### config.mk
export PLATFORM = sky130hd
export DESIGN_NAME = tmcw_front
export DESIGN_NICKNAME = d
export VERILOG_FILES = /design/src/rtl/tmcw_pkg.sv /design/src/rtl/tmcw_front.sv
export SDC_FILE = /design/constraint.sdc
export NUM_CORES = 1
export LEC_CHECK = 0
export BUFFER_PORTS_ARGS = -buffer_cell sky130_fd_sc_hd__buf_2
export CAP_MARGIN = 20
export CORE_ASPECT_RATIO = 1.1
export CORE_MARGIN = 2
export CORE_UTILIZATION = 30
export DETAILED_ROUTE_END_ITERATION = 10
export GPL_TIMING_DRIVEN = 1
export PLACE_DENSITY = 0.83
export SLEW_MARGIN = 20
export SYNTH_ARGS = -nofsm -noshare
export SYNTH_HDL_FRONTEND = slang
export SYNTH_SLANG_ARGS = --single-unit
### constraint.sdc
create_clock -name vclk -period 4
set_clock_uncertainty 0.05 [all_clocks]
set_input_delay 1.2 -clock vclk [all_inputs]
set_output_delay 1.2 -clock vclk [all_outputs]
set_load 0.1 [all_outputs]
### src/rtl/tmcw_pkg.sv
`timescale 1ns / 1ps

package tmcw_pkg;

    // fixed field widths
    localparam int ROW_W  = 5;
    localparam int COL_W  = 7;
    localparam int POS_W  = 11;
    localparam int BYTE_W = 8;
    localparam int CELL_W = 16;

    localparam logic [BYTE_W-1:0] CHAR_NEWLINE = 8'd10;
    localparam logic [BYTE_W-1:0] CHAR_BLANK   = 8'h20;
    localparam logic [BYTE_W-1:0] COLOR_RESET  = 8'd31;

    // action field codes
    typedef enum logic [1:0] {
        ACT_PUT_CHAR = 2'd0,
        ACT_PUT_CELL = 2'd1,
        ACT_CLEAR    = 2'd2,
        ACT_READ     = 2'd3
    } t_action;

    // classified command for the back end
    typedef enum logic [2:0] {
        OP_PUT     = 3'd0,
        OP_NEWLINE = 3'd1,
        OP_WRITE   = 3'd2,
        OP_READ    = 3'd3,
        OP_CLEAR   = 3'd4,
        OP_OFFSCR  = 3'd5
    } t_op;

    typedef struct packed {
        t_op               op;
        logic [BYTE_W-1:0] ch;
        logic [BYTE_W-1:0] attr;
    } t_cmd;

endpackage

### src/rtl/tmcw_front.sv
`timescale 1ns / 1ps

module tmcw_front #(
    parameter int COLS   = 80,
    parameter int ROWS   = 25,
    parameter int ADDR_W = 11
) (
    input  logic                       i_valid,
    output logic                       o_ready,
    input  logic [1:0]                 i_action,
    input  logic [tmcw_pkg::BYTE_W-1:0] i_char_code,
    input  logic [tmcw_pkg::BYTE_W-1:0] i_cell_color,
    input  logic [tmcw_pkg::ROW_W-1:0] i_row,
    input  logic [tmcw_pkg::COL_W-1:0] i_col,
    output logic                       o_push_valid,
    input  logic                       i_push_ready,
    output tmcw_pkg::t_cmd             o_cmd,
    output logic [ADDR_W-1:0]          o_addr
);

    logic on_screen;

    assign on_screen    = ({1'b0, i_row} < 6'(ROWS)) && ({1'b0, i_col} < 8'(COLS));
    assign o_ready      = i_push_ready;
    assign o_push_valid = i_valid;

    // position to linear cell address, only meaningful when on screen
    assign o_addr = ADDR_W'(i_row) * ADDR_W'(COLS) + ADDR_W'(i_col);

    always_comb begin
        o_cmd.ch   = i_char_code;
        o_cmd.attr = i_cell_color;
        unique case (tmcw_pkg::t_action'(i_action))
            tmcw_pkg::ACT_PUT_CHAR: begin
                o_cmd.op = (i_char_code == tmcw_pkg::CHAR_NEWLINE) ?
                           tmcw_pkg::OP_NEWLINE : tmcw_pkg::OP_PUT;
            end
            tmcw_pkg::ACT_PUT_CELL: begin
                o_cmd.op = on_screen ? tmcw_pkg::OP_WRITE : tmcw_pkg::OP_OFFSCR;
            end
            tmcw_pkg::ACT_CLEAR: begin
                o_cmd.op = tmcw_pkg::OP_CLEAR;
            end
            tmcw_pkg::ACT_READ: begin
                o_cmd.op = on_screen ? tmcw_pkg::OP_READ : tmcw_pkg::OP_OFFSCR;
            end
            default: begin
                o_cmd.op = tmcw_pkg::OP_OFFSCR;
            end
        endcase
    end

endmodule

==> results of run 1 <==
[cells by family (layout without fill, tap and decap cells)]
kind of cell	after synthesis	in the layout	synth area share, %
AOI/OAI and AO/OA	9	9	12.4
xor gates and xnor gates	7	7	12.4
adders and majority gates	11	11	30.8
buffers and inverters	23	48	34.1
and+or+nand+nor	10	10	10.4
[through the flow]
step | total power [uW] | util, % | TNS (ps)
3_3_place_gp | 372 | 55.5 | -546
3_5_place_dp | 378 | 55.5 | -602
6_report | 388 | 59.4 | -575
4_1_cts | 388 | 58.3 | -631
5_1_grt | 402 | 59.4 | -754
2_1_floorplan | 334 | - | -712
[metal layers]
metal  vias to the layer above  share of wire, %  track usage [%]
met5                         -                 0                0
met4                         0              0.96             1.88
met3                         2               7.9            0.392
met2                        33                60             27.9
met1                       221                31             12.0
li1                        234                 -                -
[worst max-delay path by stage]
stage / end / slack [ps]
after floorplan: o_addr[10] / -460
after global placement: o_addr[10] / -310
after detailed placement: o_addr[10] / -350
after CTS: o_addr[10] / -270
after global routing: o_addr[10] / -320
final: o_addr[10] / -230
[power breakdown]
part	total, uW	internal (uW)	switching [uW]	leakage, uW
Combinational	388	145	243	0.000443
Sequential	0	0	0	0
Clock	0	0	0	0
Total	388	145	243	0.000443
[Yosys cell counts]
library cell | instances | area [um^2]
xnor2_1 | 4 | 35.0
nor2_1 | 4 | 15.0
nand4_1 | 1 | 6.26
fa_1 | 2 | 40.0
nand2_1 | 2 | 7.51
a41oi_1 | 1 | 8.76
ha_1 | 9 | 113
buf_4 | 22 | 165
o311ai_0 | 1 | 8.76
xor2_1 | 3 | 26.3
inv_1 | 1 | 3.75
nor4b_1 | 1 | 8.76
and3_1 | 1 | 6.26
nor3b_1 | 1 | 7.51
o21ai_0 | 1 | 5.00
a21oi_1 | 2 | 10.0
a21o_1 | 3 | 22.5
a31oi_1 | 1 | 6.26
[timing repair]
item	4_1_cts	5_1_grt
setup buffers	2	0
gates resized for setup	6	2
pin swaps	10	1
setup endpoints to repair	2	4
[critical path, delay by kind of cell]
family	cells	cell delay [ps]
buffers and inverters	2	290
xor gates and xnor gates	2	420
adders and majority gates	3	920
and+or+nand+nor	1	140
[layout by cell type (no fill, tap or decap), drive strengths merged]
master,instances
a21oi,2
nor4b,1
o21ai,1
a21o,3
and3,1
fa,2
xor2,3
nor2,4
nand2,2
ha,9
nor3b,1
o311ai,1
xnor2,4
nand4,1
inv,1
buf,47
a41oi,1
a31oi,1
[area by class of cell]
class | instances | area [um^2]
timing repair buffer | 47 | 388
tap | 17 | 21.3
inverter | 1 | 3.75
multi-input combinational | 37 | 512
fill | 134 | 633
==> impl_metrics.ini, run 1 <==
[clock_network]
hold_buffers = 0

[layout]
regArea_um2 = 0
syn2layout_area_growth_pct = 86.6
nClkBuffers = 0
final_area_um2 = 925
seq_cell_count = 0
drive_above_1_share_pct = 76.5
nets = 130
fin_cells = 102
diodes = 0

[sta]
setup_ws_ps = -226
finalCritPeriodShare_pct = 106
finalHoldViolations = 0
clock.fmax_ghz = 0.237
setup_violations = 3
slew_headroom_pct = 67.2
worst_pin_slew_ps = 486
maxSlewViolCount = 0
rsz0062_at_grt = true
period_minus_slack_ps = 4230
holdWs_ps = 2350

[synth]
yosysWarnings = 0
synth_cells = 60
ys_seq_area_share_pct = 0
syn_area_per_cell_um2 = 8.26
syn_nets = 103
yosysUniqueCellTypes = 18
syn_area_um2 = 495

[critical_path]
cpMostUsedCell = ha_4
required_ps = 2750
crit_start = i_row[3]
cp_max_fo = 2
crit_slowest_cell = fa_2
worstSetupStartpointType = primary input
critPathKind = in -> out
crit_arrival_ps = 2980
cp_cell_sequence = buf_8 > ha_4 > ha_4 > fa_2 > nand4_1 > xnor2_2 > xnor2_4 > buf_12
slowest_delay_ps = 530
end_kind = output pin

[route]
vias_per_cell = 4.80
drt-wirelength-per-cell_um = 12.2
wl_um = 1250
drtIter0Drc = 2
ant_nets = 0
drtPass1Iterations = 2
vias = 490
drc = 0

[floorplan]
dieWidth_um = 42.8
rows = 15
die_y_um = 46.6
io_pins = 64
coreArea_um2 = 1560
dieArea_um2 = 1990
start_util_pct = 31.8

[place]
place_congestion = 0.736
place_ws_ps = -346
port_buffers = 36
post_dp_cell_area_um2 = 865
dp.cells = 100
hpwl_um = 1140

[min_path]
whs_path_depth = 0
hp-class = in -> out
min_from = i_col[0]
min_to = o_addr[0]

[global_routing]
grtUsageTotal_pct = 12.2
overflow = 0
grt_pass1_vias = 469
antenna_found_initial = 0
grt_max_degree = 5
grt_first_pass_wirelength_um = 1870

[outcome]
failed_checks = negative setup slack
outcome = finished, violations left

[run]
max_cap_violations = 0

[power_and_ir_drop]
ir_drop_uv = 183
power.density_nw_per_um2 = 420
p_leak_uw = 0.000443
Note: power is estimated with default switching activity, not from simulation.
==> run 2: changes to the inputs <==
- CORE_MARGIN: 2 -> not set
- GPL_TIMING_DRIVEN: 1 -> 0
- SKIP_LAST_GASP: not set -> 1
==> run 2 against run 1 <==
Compared with the run above:
- the run still ends with negative setup slack left
- die area shrank 8.8%
- global-route usage grew 2.3 points
- final area grew 15%
- largest power group unchanged
- highest routed layer is now met3
==> impl_metrics.ini, run 2 (same netlist as run 1, synthesis figures left out) <==
[outcome]
outcome = finished, violations left
failed_checks = negative setup slack

[global_routing]
antenna_found_initial = 0
overflow = 0
grt_pass1_vias = 485
grt_max_degree = 5
grt_first_pass_wirelength_um = 1880
grtUsageTotal_pct = 14.5

[layout]
final_cell_mix = 44 x buf_2, 28 x buf_4, 5 x ha_1
regArea_um2 = 0
nets = 161
drive_above_1_share_pct = 82.8
diodes = 0
fillCellCount = 121
mostFrequentLayoutCell = buf_2
seq_cell_count = 0
syn2layout_area_growth_pct = 115
fin_util_pct = 68.3
nClkBuffers = 0

[sta]
finalHoldViolations = 0
finalCritPeriodShare_pct = 107
maxSlewViolCount = 0
worst_pin_slew_ps = 490
rsz0062_at_grt = true
setup_ws_ps = -265
setup_violations = 3
period_minus_slack_ps = 4260
slew_headroom_pct = 67.6
clock.fmax_ghz = 0.234

[route]
drc = 0
wl_um = 1400
vias_per_cell = 4.49
drtPass1Iterations = 2
drt-wirelength-per-cell_um = 10.5
ant_nets = 0
drtIter0Drc = 4
vias = 597

[floorplan]
dieWidth_um = 40.8
dieArea_um2 = 1820
rows = 15
io_pins = 64
coreArea_um2 = 1560
start_util_pct = 31.8
die_y_um = 44.6

[power_and_ir_drop]
p_total_uw = 433
power.density_nw_per_um2 = 407
ir_drop_uv = 208
p_leak_uw = 0.000563

[clock_network]
hold_buffers = 0

[place]
place_congestion = 0.670
hpwl_um = 1130
port_buffers = 50

[critical_path]
critPathKind = in -> out
cp_max_fo = 2
required_ps = 2750
end_kind = output pin
slowest_delay_ps = 530
crit_slowest_cell = fa_2
crit_arrival_ps = 3010
worstSetupStartpointType = primary input
cpMostUsedCell = ha_4
crit_buf_inv = 4
cp_cell_sequence = buf_8 > ha_4 > ha_4 > fa_2 > buf_4 > buf_6 > nand2_2 > nor2_4 > xor2_4 > buf_12
path_delay_family = adder cells

[min_path]
hp-class = in -> out

[run]
max_cap_violations = 0
## run 2: what timing repair did
item,CTS,global route
pin swaps,9,4
setup endpoints to repair,4,5
resized for setup,20,3
buffers inserted,5,1
## run 2: layout make-up
cell class	count	area (um^2)	area share, %
Multi-Input combinational cell	37	510	48.0
Inverter	1	3.75	0.353
Buffer	22	165	15.5
Tap cell	17	21.3	2.00
Timing Repair Buffer	56	363	34.1
## run 2: path summary, 6_finish.rpt
| kind | start | cells after the start | end | slack, ps |
|---|---|---|---|---|
| setup / recovery | i_row[3] | 10 | o_addr[9] | -260 |
| hold / removal | i_cell_color[4] | 2 | o_cmd[4] | 2730 |
## run 2: power breakdown
part | switching (uW) | internal, uW
logic | 299 | 135
clock network | 0 | 0
registers | 0 | 0
## run 2: through the flow
step	instances	hold WS [ps]	instance area, um^2	setup TNS, ps	worst slack (ps)
3_5_place_dp	127	2730	927	-1680	-733
4_1_cts	132	2730	1040	-467	-278
6_report	133	2730	1060	-679	-265
3_3_place_gp	127	2730	927	-1570	-701
5_1_grt	133	2730	1060	-897	-354
2_1_floorplan	60	2550	656	-712	-459
## run 2: per-layer routing
| metal | wire [um] | GRT usage, % | vias to the layer above | part of all wire [%] |
|---|---|---|---|---|
| met3 | 103 | 1.01 | 0 | 7.4 |
| met1 | 464 | 14.7 | 261 | 33 |
| met5 | 0 | 0 | - | 0 |
| met2 | 826 | 31.1 | 38 | 59 |
| met4 | 0 | 0 | 0 | 0 |
| li1 | - | - | 298 | - |
==> run 3: changes to the inputs <==
- CORE_ASPECT_RATIO: 1.1 -> 0.8
==> run 3 against run 2 <==
Compared with the run above:
- the run still ends with negative setup slack left
- first-iteration DRC count is 100% lower
- setup slack worse by 23 ps
- combinational power hardly changed
- final cell count up 1.5%
- power is 0.76% higher
- via count up 0.67%
- critical path depth down 2
- worst hold slack hardly changed
- sequential cell count stayed put
- clock-buffer cell count did not move
- global-route usage rose by 3.9 points
- final area increased by 0.12%
- largest power group unchanged
==> impl_metrics.ini, run 3 (same netlist as run 1, synthesis figures left out) <==
[outcome]
outcome = finished, violations left
failed_checks = negative setup slack

[power_and_ir_drop]
p_leak_uw = 0.000559
ir_drop_uv = 191
p_total_uw = 436
power.density_nw_per_um2 = 410

[sta]
maxSlewViolCount = 0
period_minus_slack_ps = 4290
setup_violations = 3
worst_pin_slew_ps = 492
setup_ws_ps = -288
finalCritPeriodShare_pct = 107
finalHoldViolations = 0
slew_headroom_pct = 67.4
rsz0062_at_grt = true
clock.fmax_ghz = 0.233

[floorplan]
die_y_um = 38.4
rows = 12
start_util_pct = 34.0
io_pins = 64
dieArea_um2 = 1820
dieWidth_um = 47.4
coreArea_um2 = 1460

[route]
ant_nets = 0
drtPass1Iterations = 1
drt-wirelength-per-cell_um = 11.7
drc = 0
vias = 601
drtIter0Drc = 0
vias_per_cell = 4.45
wl_um = 1580

[run]
max_cap_violations = 0

[place]
place_ws_ps = -731
dp.cells = 131
port_buffers = 50
hpwl_um = 1310
place_congestion = 0.746

[global_routing]
grt_first_pass_wirelength_um = 2380
antenna_found_initial = 0
overflow = 0
grt_pass1_vias = 584
grtUsageTotal_pct = 18.4
grt_max_degree = 5

[layout]
seq_cell_count = 0
fin_util_pct = 73.1
diodes = 0
fin_cells = 135
final_cell_mix = 44 x buf_2, 25 x buf_4, 5 x ha_1
nets = 159
drive_above_1_share_pct = 82.5
mostFrequentLayoutCell = buf_2
regArea_um2 = 0
nClkBuffers = 0
syn2layout_area_growth_pct = 115
fillCellCount = 108

[min_path]
min_to = o_addr[2]
whs_path_depth = 2
min_from = i_col[2]
hp-class = in -> out

[critical_path]
crit_cells = 8
worstSetupStartpointType = primary input
path_delay_family = adder cells
critPathKind = in -> out
required_ps = 2750
cp_cell_sequence = buf_8 > ha_4 > ha_4 > fa_2 > nand4_1 > xnor2_2 > xnor2_4 > buf_12
crit_buf_inv = 2
crit_arrival_ps = 3040
crit_slowest_cell = fa_2
end_kind = output pin
cpMostUsedCell = ha_4
cp_max_fo = 2
slowest_delay_ps = 550
## run 3: cell type report
| type | count | area [um^2] | share of cell area, % |
|---|---|---|---|
| Buffer | 22 | 165 | 15.5 |
| Inverter | 1 | 3.75 | 0.353 |
| Multi-Input combinational cell | 37 | 518 | 48.6 |
| Tap cell | 21 | 26.3 | 2.47 |
| Timing Repair Buffer | 54 | 352 | 33.0 |
## run 3: layer usage
metal	routed length (um)	track usage, %	vias to the layer above
li1	-	-	295
met1	596	21.6	270
met2	891	37.0	36
met3	94	0.943	0
met4	0	1.43	0
met5	0	0	-
## run 3: how the worst max path moves through the flow
stage	from	to	slack [ps]
after floorplan	i_row[1]	o_addr[10]	-460
after global placement	i_row[1]	o_addr[10]	-720
after detailed placement	i_row[1]	o_addr[10]	-730
after CTS	i_row[3]	o_addr[10]	-290
after global routing	i_row[3]	o_addr[10]	-320
final	i_row[3]	o_addr[10]	-290
## run 3: what timing repair did
action	in CTS	in global routing
buffers inserted	4	1
endpoints found under the setup margin	4	5
pin swaps	9	6
gates resized for setup	20	5
hold buffers	0	0
hold endpoints to repair	0	0
gates cloned	0	0
## run 3: power by group
group	leakage (uW)	internal (uW)	total [uW]	switching [uW]
combinational	0.000559	134	436	303
sequential	0	0	0	0
clock	0	0	0	0
## run 3: stage by stage
step                cell area, um^2  TNS (ps)  hold WS (ps)
global route                   1060      -601          2740
global placement                932     -1600          2730
CTS                            1030      -482          2730
detailed placement              932     -1670          2730
finish                         1060      -521          2730
floorplan                       656      -712          2550
