[src/rtl/tmcw_pkg.sv]
`timescale 1ns / 1ps

package tmcw_pkg;

    // fixed field widths
    localparam int ROW_W  = 5;
    localparam int COL_W  = 7;
    localparam int POS_W  = 11;
    localparam int BYTE_W = 8;
    localparam int CELL_W = 16;

    localparam logic [BYTE_W-1:0] CHAR_NEWLINE = 8'd10;
    localparam logic [BYTE_W-1:0] CHAR_BLANK   = 8'h20;
    localparam logic [BYTE_W-1:0] COLOR_RESET  = 8'd31;

    // action field codes
    typedef enum logic [1:0] {
        ACT_PUT_CHAR = 2'd0,
        ACT_PUT_CELL = 2'd1,
        ACT_CLEAR    = 2'd2,
        ACT_READ     = 2'd3
    } t_action;

    // classified command for the back end
    typedef enum logic [2:0] {
        OP_PUT     = 3'd0,
        OP_NEWLINE = 3'd1,
        OP_WRITE   = 3'd2,
        OP_READ    = 3'd3,
        OP_CLEAR   = 3'd4,
        OP_OFFSCR  = 3'd5
    } t_op;

    typedef struct packed {
        t_op               op;
        logic [BYTE_W-1:0] ch;
        logic [BYTE_W-1:0] attr;
    } t_cmd;

endpackage

[src/rtl/tmcw_queue.sv]
`timescale 1ns / 1ps

module tmcw_queue #(
    parameter int ADDR_W = 11
) (
    input  logic                i_clk,
    input  logic                i_rst_n,
    input  logic                i_push_valid,
    output logic                o_push_ready,
    input  tmcw_pkg::t_cmd      i_cmd,
    input  logic [ADDR_W-1:0]   i_addr,
    output logic                o_pop_valid,
    input  logic                i_pop_ready,
    output tmcw_pkg::t_cmd      o_cmd,
    output logic [ADDR_W-1:0]   o_addr
);

    localparam int DEPTH = 2;

    tmcw_pkg::t_cmd    r_cmd  [DEPTH];
    logic [ADDR_W-1:0] r_addr [DEPTH];
    logic              r_wr_ptr;
    logic              r_rd_ptr;
    logic [1:0]        r_count;
    logic              push;
    logic              pop;

    assign o_push_ready = (r_count != 2'(DEPTH));
    assign o_pop_valid  = (r_count != 2'd0);
    assign push         = i_push_valid && o_push_ready;
    assign pop          = o_pop_valid && i_pop_ready;
    assign o_cmd        = r_cmd[r_rd_ptr];
    assign o_addr       = r_addr[r_rd_ptr];

    always_ff @(posedge i_clk) begin
        if (push) begin
            r_cmd[r_wr_ptr]  <= i_cmd;
            r_addr[r_wr_ptr] <= i_addr;
        end
    end

    always_ff @(posedge i_clk) begin
        if (!i_rst_n) begin
            r_wr_ptr <= 1'b0;
            r_rd_ptr <= 1'b0;
            r_count  <= 2'd0;
        end else begin
            if (push) r_wr_ptr <= ~r_wr_ptr;
            if (pop)  r_rd_ptr <= ~r_rd_ptr;
            case ({push, pop})
                2'b10:   r_count <= r_count + 2'd1;
                2'b01:   r_count <= r_count - 2'd1;
                default: r_count <= r_count;
            endcase
        end
    end

endmodule

[config.mk]
export PLATFORM = sky130hd
export DESIGN_NAME = tmcw_queue
export DESIGN_NICKNAME = d
export VERILOG_FILES = /design/src/rtl/tmcw_pkg.sv /design/src/rtl/tmcw_queue.sv
export SDC_FILE = /design/constraint.sdc
export NUM_CORES = 1
export LEC_CHECK = 0
export ABC_CLOCK_PERIOD_IN_PS = 1920
export BUFFER_PORTS_ARGS = -buffer_cell sky130_fd_sc_hd__buf_2
export CORE_MARGIN = 10
export CORE_UTILIZATION = 51
export CTS_BUF_LIST = sky130_fd_sc_hd__clkbuf_4 sky130_fd_sc_hd__clkbuf_8 sky130_fd_sc_hd__clkbuf_16
export DETAILED_ROUTE_END_ITERATION = 16
export PLACE_DENSITY = 0.79
export SYNTH_ARGS = -nofsm -noshare
export SYNTH_HDL_FRONTEND = slang
export SYNTH_SLANG_ARGS = --single-unit
[constraint.sdc]
create_clock -name i_clk -period 1.92 [get_ports i_clk]
set_input_delay 0.288 -clock i_clk [delete_from_list [all_inputs] [get_ports i_clk]]
set_output_delay 0.288 -clock i_clk [all_outputs]
set_load 0.03 [all_outputs]
==> results.md, run 1 <==
* Routed vias/inst at 5.19
* Die width at 88.5 um
* # setup viols final at 0
* H-tree depth at 3
* GRT Max-Usage Layer: met2
* Routed wire length at 4.78 mm
* Total GRT Usage at 12.6%
* First-pass GRT wire length at 7.22 mm
* Hold slack at 148 ps
* CP Launch Type: flop
* RSZ-0062 raised after global routing: false
* Initial antenna violation count at 0
* DP HPWL at 3.38 mm
* # diodes at 0
* Sequential-to-total area share from yosys stat at 79.6%
* IO Pins at 66
* DR pass1 iterations at 4
* Fin nets at 230
* Initial Util at 53.8%
* Buffer and inverter count on the worst path at 2
* CTS tree: done
* Post-synth EDFFs at 60
* Arrival @ worst endpoint at 1480 ps
* Chip height at 88.5 um
* Asr flop ratio synth at 0%
* Slowest-stage cell, CP: mux2_2
* Cts bufs inserted at 9
* Most frequent cells in the layout: buf_2 (65), edfxtp_1 (60), mux2_2 (30)
* Via count at 1303
* Pwr per Cell Area at 1510 mW/mm2
* Root Driver: clkbuf_8
* Met2 Track Usage GR at 21.5%
* Largest net degree at the start of global routing at 21
* Met1 usage at 13.4%
* Slew Limit Fails at 0
* WL per Instance at 19.1 um
* Maximum clock path buffer count at 2
* Start point of the worst hold path: i_addr[1]
* Synth unique cells at 20
* Gpl congestion at 0.707
* Period utilization at 92.3%
* CTS resizes at 0
* Post-route ant nets at 0
* 1st-iter DRT viols at 133
* Sink Count at 65
* GRT overflow at 0
* Fmax at 565 MHz
* Max-Cap Viols at 0
* Post-CTS Setup Inserts at 0
* Actual slew at the worst max-slew pin at 303 ps
* Grt met3 use at 4.60%
* CP Cell Sequence: buf_4 > mux2_2 > buf_2
* Critical path's largest stage delay at 380 ps
* Syn Inst Count at 117
* Skew final at 4.97 ps
* Mean Syn Cell Area at 20.4 um2
* Setup TNS at 0 ps
* Remaining DRCs at 0
* CP max FO at 20
* Most common cell after layout, fill and taps aside: buf_2
* Vias in the first global route at 1456
* Critical R2R Launch: r_count[0]$_SDFFE_PN0P_
* Port bufs at 65
* Main synth FF type: edfxtp_1
* Syn_nets at 152
* Syn. warnings at 0
* Leak at 1.16 nW
* FF+latch count, synth at 65
* Outcome: finished clean
* Layout cells sized above 1 at 58.8%
* Min-delay worst type: primary input to flop
* Worst-path clk slew at 70 ps
* Final Hold Fails at 0
* Core Footprint at 0.00444 mm2
* Rel. slew slack at 79.8%
* Post-synthesis cell area at 0.00239 mm2
* Hold-fix buffers, CTS at 0
* Skew-Pair Late Insertion Delay at 320 ps
* Site Rows at 24
* CP Class: flop to output port
* Min Tclk post-route at 1770 ps
* Maximum vdd drop at 1060 uV
* Die area at 0.00782 mm2
* Cell family with most CP delay: buffers and inverters
* Critical path required time at 1630 ps
* Crit end category: output port
* Layout area overhead at 26.5%
==> cells by family (layout without fill, tap and decap cells) <==
group | Yosys count | count (layout) | share of synthesized area, %
mux | 30 | 30 | 14.1
simple gates | 9 | 9 | 2.30
xor+xnor | 3 | 3 | 1.10
buf+inv | 4 | 86 | 0.785
fa+ha+maj | 1 | 1 | 0.523
compound gates | 5 | 5 | 1.57
flops | 65 | 65 | 79.6
==> metal layers <==
layer,share of wire [%],vias to the layer above
met5,0,-
met4,0.98,0
met3,6.7,4
met2,53,42
met1,39,648
li1,-,609
==> synth_stat cells (2+ instances only) <==
master    number  area, um2
buf_2          3       15.0
dfxtp_1        5        100
edfxtp_1      60       1800
mux2_2        30        338
nor2b_1        2       12.5
xnor2_1        3       26.3
==> stage by stage <==
stage / setup slack, ps / power [mW] / cells / util [%] / instance area, um2
global placement: 433 / 3.35 / 236 / 63.4 / 2820
CTS: 117 / 4.63 / 251 / 68.0 / 3020
detailed placement: 342 / 3.41 / 236 / 63.4 / 2820
floorplan: 32.1 / 2.96 / 117 / - / 2390
finish: 149 / 4.58 / 251 / 68.0 / 3020
global route: 50.4 / 4.80 / 251 / 68.0 / 3020
==> registers in the layout, summed over array words and instances, names as in the netlist, named ones only <==
name,cells
r_addr,22
r_cmd,38
r_count,2
r_rd_ptr,1
r_wr_ptr,1
==> worst paths after layout <==
| check | endpoint | slack (ps) | cells after the start |
|---|---|---|---|
| worst max-delay path | o_addr[4] | 150 | 3 |
| worst max register to register | r_count[1]$_SDFFE_PN0P_ | 290 | 5 |
| worst min-delay path | r_addr[0][1]$_DFFE_PP_ | 150 | 1 |
| worst min register to register | r_count[1]$_SDFFE_PN0P_ | 540 | 2 |
==> power by group <==
| part | switching (mW) | internal, mW |
|---|---|---|
| Sequential | 0.0751 | 1.79 |
| Combinational | 0.952 | 0.551 |
| Clock | 0.462 | 0.747 |
| Total | 1.49 | 3.09 |
==> cell type report <==
type	count	area [um2]
clock buffer	11	139
clock inverter	4	68.8
fill	299	1420
inverter	1	3.75
multi-input combinational	48	470
sequential	65	1900
tap	52	65.1
timing repair buffer	70	375
No activity file was read; power rests on OpenSTA's default activity.
==> run 2, diff against run 1 <==
--- a/config.mk
+++ b/config.mk
@@ -5,13 +5,14 @@
 export SDC_FILE = /design/constraint.sdc
 export NUM_CORES = 1
 export LEC_CHECK = 0
+export ABC_AREA = 1
 export ABC_CLOCK_PERIOD_IN_PS = 1920
 export BUFFER_PORTS_ARGS = -buffer_cell sky130_fd_sc_hd__buf_2
 export CORE_MARGIN = 10
-export CORE_UTILIZATION = 51
+export CORE_UTILIZATION = 52
 export CTS_BUF_LIST = sky130_fd_sc_hd__clkbuf_4 sky130_fd_sc_hd__clkbuf_8 sky130_fd_sc_hd__clkbuf_16
 export DETAILED_ROUTE_END_ITERATION = 16
-export PLACE_DENSITY = 0.79
+export PLACE_DENSITY = 0.8
 export SYNTH_ARGS = -nofsm -noshare
 export SYNTH_HDL_FRONTEND = slang
 export SYNTH_SLANG_ARGS = --single-unit
==> run 2 against run 1 <==
Effect of this change:
- wire length fell by 6.8%
- cell count rose by 11%
- clock skew barely moved
- via count rose by 1.6%
- critical path depth did not move
- worst hold slack barely moved
- sequential cell count did not move
- sequential power fell by 3%
- non-clock buffer count did not move
- area after synthesis rose by 6.2%
- setup slack got worse by 78 ps
- critical endpoint is now o_cmd[11]
- largest power group unchanged
- highest routed layer unchanged
==> results.md, run 2 <==
* Outcome: finished clean
* Worst R2R Path Depth at 9 (+4)
* FF-to-FF End: r_count[1]$_SDFFE_PN0P_
* RSZ-0062 raised after global routing: false
* Critical R2R Launch: r_count[0]$_SDFFE_PN0P_
* H-tree depth at 3 (unchanged)
* Post-synth EDFFs at 60 (unchanged)
* CTS resizes at 0 (unchanged)
* Critical path's largest stage delay at 470 ps (+90 ps)
* CP Cell Sequence: buf_12 > mux2_4 > buf_2
* Die area at 0.00808 mm2 (+3.2%)
* FF+latch count, synth at 65 (unchanged)
* Post-CTS Setup Inserts at 0 (unchanged)
* Maximum vdd drop at 697 uV (-34%)
* Max-Cap Viols at 0 (unchanged)
* Fmax at 541 MHz (-4.2%)
* Critical path required time at 1630 ps (about the same)
* Hold-fix buffers, CTS at 0 (unchanged)
* Fill cells at 329 (+10%)
* CP max FO at 24 (+20%)
* Post-layout util at 66.0% (-2.0 points)
* Synth unique cells at 16 (-20%)
* Syn. warnings at 0 (unchanged)
* Dominant cell type by area after synthesis: edfxtp_1
* Synth top area cells: edfxtp_1 (71%), mux2_4 (18%), dfxtp_1 (3.9%)
* Largest regs: r_cmd x38, r_addr x22, r_count x2
* Initial antenna violation count at 0 (unchanged)
* Routed wire length at 4.46 mm (-6.8%)
* Worst-path clk slew at 70 ps (about the same)
* IO Pins at 66 (unchanged)
* Skew-Pair Late Insertion Delay at 320 ps (about the same)
* # diodes at 0 (unchanged)
* DP HPWL at 3.22 mm (-4.7%)
* Initial Util at 53.7% (about the same)
* Cts bufs inserted at 9 (unchanged)
* Asr flop ratio synth at 0% (unchanged)
* Fin nets at 242 (+5.2%)
* Min-delay worst type: primary input to flop
* Sink Count at 65 (unchanged)
* Slew Limit Fails at 0 (unchanged)
* CTS tree: done
* WL per Instance at 16.0 um (-16%)
* Layout area overhead at 22.8%
* Maximum clock path buffer count at 2 (unchanged)
* Min Tclk post-route at 1850 ps (+78.0 ps)
* Rel. slew slack at 81.5% (+1.7 points)
* Synth top cells by count: edfxtp_1 (60), mux2_4 (30), nor2_1 (9)
* Layout cells sized above 1 at 55.9% (-2.9 points)
* Arrival @ worst endpoint at 1560 ps (+80 ps)
* GRT overflow at 0 (unchanged)
* Period utilization at 96.3% (+4.1 points)
* Total GRT Usage at 11.1% (-1.5 points)
* Setup TNS at 0 ps (unchanged)
* Root Driver: clkbuf_8
* Hold EP: r_addr[1][1]$_DFFE_PP_
* Site Rows at 25 (+4.2%)
* Pwr per Cell Area at 1210 mW/mm2 (-20%)
* Cell family with most CP delay: flip-flops
* 1st-iter DRT viols at 83 (-38%)
* Final Hold Fails at 0 (unchanged)
* Core Footprint at 0.00472 mm2 (+6.3%)
* Vias in the first global route at 1424 (-2.2%)
* Hold Path Stages at 1 (unchanged)
* DR pass1 iterations at 4 (unchanged)
* Syn Inst Count at 129 (+10%)
* Skew final at 4.87 ps (-0.103 ps)
* CP Class: flop to output port
* Main synth FF type: edfxtp_1
* Most frequent cells in the layout: buf_2 (65), edfxtp_1 (60), mux2_4 (30)
* Max reg flops at 38 (unchanged)
* # setup viols final at 0 (unchanged)
* Synth top area share at 71.0% (-4.4 points)
* Remaining DRCs at 0 (unchanged)
* Actual slew at the worst max-slew pin at 277 ps (-25.2 ps)
* Port bufs at 65 (unchanged)
* Post-synthesis cell area at 0.00254 mm2 (+6.2%)
* Start point of the worst hold path: i_addr[1]
* Hold slack at 148 ps (-0.360 ps)
* Die width at 89.9 um (+1.6%)
* Leak at 1.27 nW (+9.5%)
* Gpl congestion at 0.725 (+2.5%)
* Crit end category: output port
* First-pass GRT wire length at 6.93 mm (-4.0%)
* Post-route ant nets at 0 (unchanged)
* Via count at 1324 (+1.6%)
* Count leader, synth: edfxtp_1
* Syn_nets at 164 (+7.9%)
* R2R Setup Slk at 580 ps (+290 ps)
* CP Launch Type: flop
* Most common cell after layout, fill and taps aside: buf_2
* Buffer and inverter count on the worst path at 2 (unchanged)
* Largest net degree at the start of global routing at 25 (+19%)
* Routed vias/inst at 4.76 (-8.3%)
* Mean Syn Cell Area at 19.7 um2 (-3.7%)
* Cell count along the critical path at 3 (unchanged)
* Slowest-stage cell, CP: dfxtp_2
* Chip height at 89.9 um (+1.6%)
* Sequential-to-total area share from yosys stat at 74.9% (-4.7 points)
* Most flops, register: r_cmd
run 2: cell count changes in the layout (fill, tap and decap cells not counted), moves of 3 or more:
| cell | delta |
|---|---|
| inv_1 | +3 |
| nor2_1 | +8 |
| mux2_2 | -30 |
| mux2_4 | +30 |
| xnor2_1 | -3 |
| nand2_1 | +7 |
run 2: area by class of cell:
cell class	instances	area (um2)	share of cell area, %
multi-input combinational	56	587	18.8
timing repair buffer	70	375	12.0
tap	67	83.8	2.69
inverter	5	18.8	0.602
clock buffer	9	124	3.97
clock inverter	6	26.3	0.843
sequential	65	1900	61.0
run 2: worst max-delay path by stage:
| stage | endpoint | slack, ps |
|---|---|---|
| after floorplan | r_addr[1][0]$_DFFE_PP_ | 80 |
| after global placement | o_cmd[12] | 410 |
| after detailed placement | o_cmd[12] | 400 |
| after CTS | o_cmd[12] | 40 |
| after global routing | o_cmd[12] | 4 |
| final | o_cmd[11] | 70 |
run 2: stage by stage:
stage	total power, mW	setup WS [ps]	instance area, um2	cells
floorplan	2.65	81.7	2540	129
global placement	2.91	408	2970	263
detailed placement	2.94	403	2970	263
CTS	3.83	44.5	3120	278
global route	3.97	3.85	3120	278
finish	3.79	70.7	3120	278
run 2: cell families (layout without fill, tap and decap cells):
logic type / count (synthesis) / after routing / share of synthesized area, %
buffers and inverters: 8 / 90 / 2.07
DFF: 65 / 65 / 74.9
adders and majority gates: 1 / 1 / 0.493
muxes: 30 / 30 / 17.7
AOI/OAI and AO/OA: 3 / 3 / 0.690
and+or+nand+nor: 22 / 22 / 4.09
run 2: power breakdown:
group	internal [mW]	switching [mW]	leakage, nW	total (mW)
Sequential	1.74	0.0736	0.603	1.81
Combinational	0.432	0.645	0.585	1.08
Clock	0.440	0.460	0.0811	0.899
run 2: routing by layer:
layer	vias to the layer above	GRT usage [%]	share of wire [%]	wire (um)
li1	641	-	-	-
met1	642	11.7	41	1810
met2	35	19.0	53	2360
met3	6	3.74	4.7	210
met4	0	6.37	1.8	81
met5	-	0	0	0
==> run 3, diff against run 2 <==
--- a/config.mk
+++ b/config.mk
@@ -8,7 +8,8 @@
 export ABC_AREA = 1
 export ABC_CLOCK_PERIOD_IN_PS = 1920
 export BUFFER_PORTS_ARGS = -buffer_cell sky130_fd_sc_hd__buf_2
-export CORE_MARGIN = 10
+export CORE_ASPECT_RATIO = 1.5
+export CORE_MARGIN = 5
 export CORE_UTILIZATION = 52
 export CTS_BUF_LIST = sky130_fd_sc_hd__clkbuf_4 sky130_fd_sc_hd__clkbuf_8 sky130_fd_sc_hd__clkbuf_16
 export DETAILED_ROUTE_END_ITERATION = 16
==> run 3 against run 2 <==
Effect of this change:
- wire length down 9.8%
- sequential power about the same
- first-iteration DRC count down 72%
- combinational power about the same
- global-route usage up 2.4 points
- largest cell class unchanged
==> results.md, run 3 (same netlist as run 2, synthesis figures left out) <==
* Outcome: finished clean
* Critical path required time at 1630 ps (about the same)
* Most flops, register: r_cmd
* CP max FO at 15 (-38%)
* Core Footprint at 0.00477 mm2 (+1.0%)
* Slew Limit Fails at 0 (unchanged)
* Switch share at 29.3% (-1.8 points)
* Max-Cap Viols at 0 (unchanged)
* CP Class: flop to output port
* Routed wire length at 4.02 mm (-9.8%)
* CTS resizes at 0 (unchanged)
* Total GRT Usage at 13.5% (+2.4 points)
* Post-route ant nets at 0 (unchanged)
* Chip height at 95.6 um (+6.3%)
* Leak at 1.28 nW (+0.99%)
* Pwr per Cell Area at 1230 mW/mm2 (+1.5%)
* Maximum clock path buffer count at 2 (unchanged)
* Root Driver: clkbuf_8
* Fill cells at 335 (+1.8%)
* Via count at 1301 (-1.7%)
* Sequential share of power at 46.4% (-1.4 points)
* Cts bufs inserted at 9 (unchanged)
* Fmax at 583 MHz (+7.8%)
* Period utilization at 89.4% (-6.9 points)
* H-tree depth at 3 (unchanged)
* Initial antenna violation count at 0 (unchanged)
* CP Launch Type: flop
* Actual slew at the worst max-slew pin at 414 ps (+136 ps)
* Post-CTS Setup Inserts at 0 (unchanged)
* Initial Util at 53.2% (-0.54 points)
* Die area at 0.00641 mm2 (-21%)
* Site Rows at 31 (+24%)
* Sw power at 1.13 mW (-3.7%)
* Largest net degree at the start of global routing at 32 (+28%)
* WL per Instance at 14.5 um (-9.8%)
* # diodes at 0 (unchanged)
* Final Hold Fails at 0 (unchanged)
* Skew-Pair Late Insertion Delay at 320 ps (about the same)
* Layout area overhead at 23.6%
* Remaining DRCs at 0 (unchanged)
* Routed vias/inst at 4.68 (-1.7%)
* # setup viols final at 0 (unchanged)
* Power Internal at 2.74 mW (+4.9%)
* Logic pwr share at 27.8% (-0.7 points)
* Min Tclk post-route at 1720 ps (-133 ps)
* First-pass GRT wire length at 6.07 mm (-12%)
* Port bufs at 65 (unchanged)
* DR pass1 iterations at 4 (unchanged)
* CTS tree: done
* RSZ-0062 raised after global routing: false
* Most common cell after layout, fill and taps aside: buf_2
* Largest regs: r_cmd x38, r_addr x22, r_count x2
* Cells after DPL at 262 (-0.38%)
* Hold-fix buffers, CTS at 0 (unchanged)
* Maximum vdd drop at 727 uV (+4.2%)
* Rel. slew slack at 72.4% (-9.1 points)
* DP HPWL at 2.88 mm (-11%)
* Setup TNS at 0 ps (unchanged)
* Gpl congestion at 0.709 (-2.2%)
* Die width at 67.1 um (-25%)
* Worst-path clk slew at 60 ps (about the same)
* Vias in the first global route at 1285 (-9.8%)
* Skew final at 5.54 ps (+0.673 ps)
* Most frequent cells in the layout: buf_2 (65), edfxtp_1 (60), mux2_4 (30)
* IO Pins at 66 (unchanged)
* Max reg flops at 38 (unchanged)
* Min-delay worst type: primary input to flop
* Finished Layout Cells at 278 (unchanged)
* 1st-iter DRT viols at 23 (-72%)
* Layout cells sized above 1 at 57.1% (+1.2 points)
* Clk network pwr share at 25.8% (+2.0 points)
* Arrival @ worst endpoint at 1430 ps (-130 ps)
* Fin nets at 242 (unchanged)
* Crit end category: output port
* GRT overflow at 0 (unchanged)
* Sink Count at 65 (unchanged)
## run 3: changes by cell type in the layout (fill, tap and decap cells not counted), sizes merged
cell	delta
clkbuf	+6
clkinv	-5
## run 3: final timing paths
check | slack (ps) | cells past startpoint | end | startpoint
worst min register to register | 500 | 2 | flop | r_rd_ptr$_SDFFE_PN0P_
worst min-delay path | 160 | 1 | r_cmd[0][3]$_DFFE_PP_ | i_cmd[3]
worst max-delay path | 200 | 3 | o_addr[6] | flop
worst max register to register | 500 | 5 | r_cmd[1][14]$_DFFE_PP_ | r_count[0]$_SDFFE_PN0P_
## run 3: routing by layer
layer  part of all wire [%]  track usage [%]  up-vias
met5                      0                0        -
met2                     54             21.7       37
met4                    1.1             8.12        0
li1                       -                -      637
met1                     39             15.5      621
met3                    6.3             4.36        6
## run 3: critical path, cell delays in order (launching register included)
cell and delay [ps]:
dfxtp_2 320, buf_4 270, mux2_4 330, buf_2 180
## run 3: area by class of cell
cell class | instances | area [um2] | area share, %
multi-input cells | 56 | 592 | 18.9
repair buffers | 70 | 363 | 11.6
clock buffers | 15 | 175 | 5.58
flip-flops and latches | 65 | 1900 | 60.6
well taps | 66 | 82.6 | 2.63
inverters | 5 | 18.8 | 0.598
clock inverters | 1 | 3.75 | 0.120
## run 3: metrics by stage
| stage | hold WS (ps) | utilization [%] | total power [mW] | worst slack [ps] | instance area, um2 |
|---|---|---|---|---|---|
| finish | 155 | 65.8 | 3.87 | 204 | 3140 |
| global route | 130 | 65.8 | 4.05 | 133 | 3140 |
| CTS | 133 | 65.8 | 3.93 | 166 | 3140 |
| detailed placement | 479 | 62.0 | 2.92 | 496 | 2960 |
| global placement | 471 | 62.0 | 2.89 | 514 | 2960 |
| floorplan | 387 | - | 2.65 | 81.7 | 2540 |
## run 3: power by group through the flow
stage | logic, mW | registers [mW] | clock network (mW)
floorplan | 0.840 | 1.81 | 0
global placement | 1.08 | 1.82 | 0
detailed placement | 1.09 | 1.83 | 0
CTS | 1.09 | 1.80 | 1.04
global route | 1.14 | 1.81 | 1.10
finish | 1.08 | 1.79 | 0.999
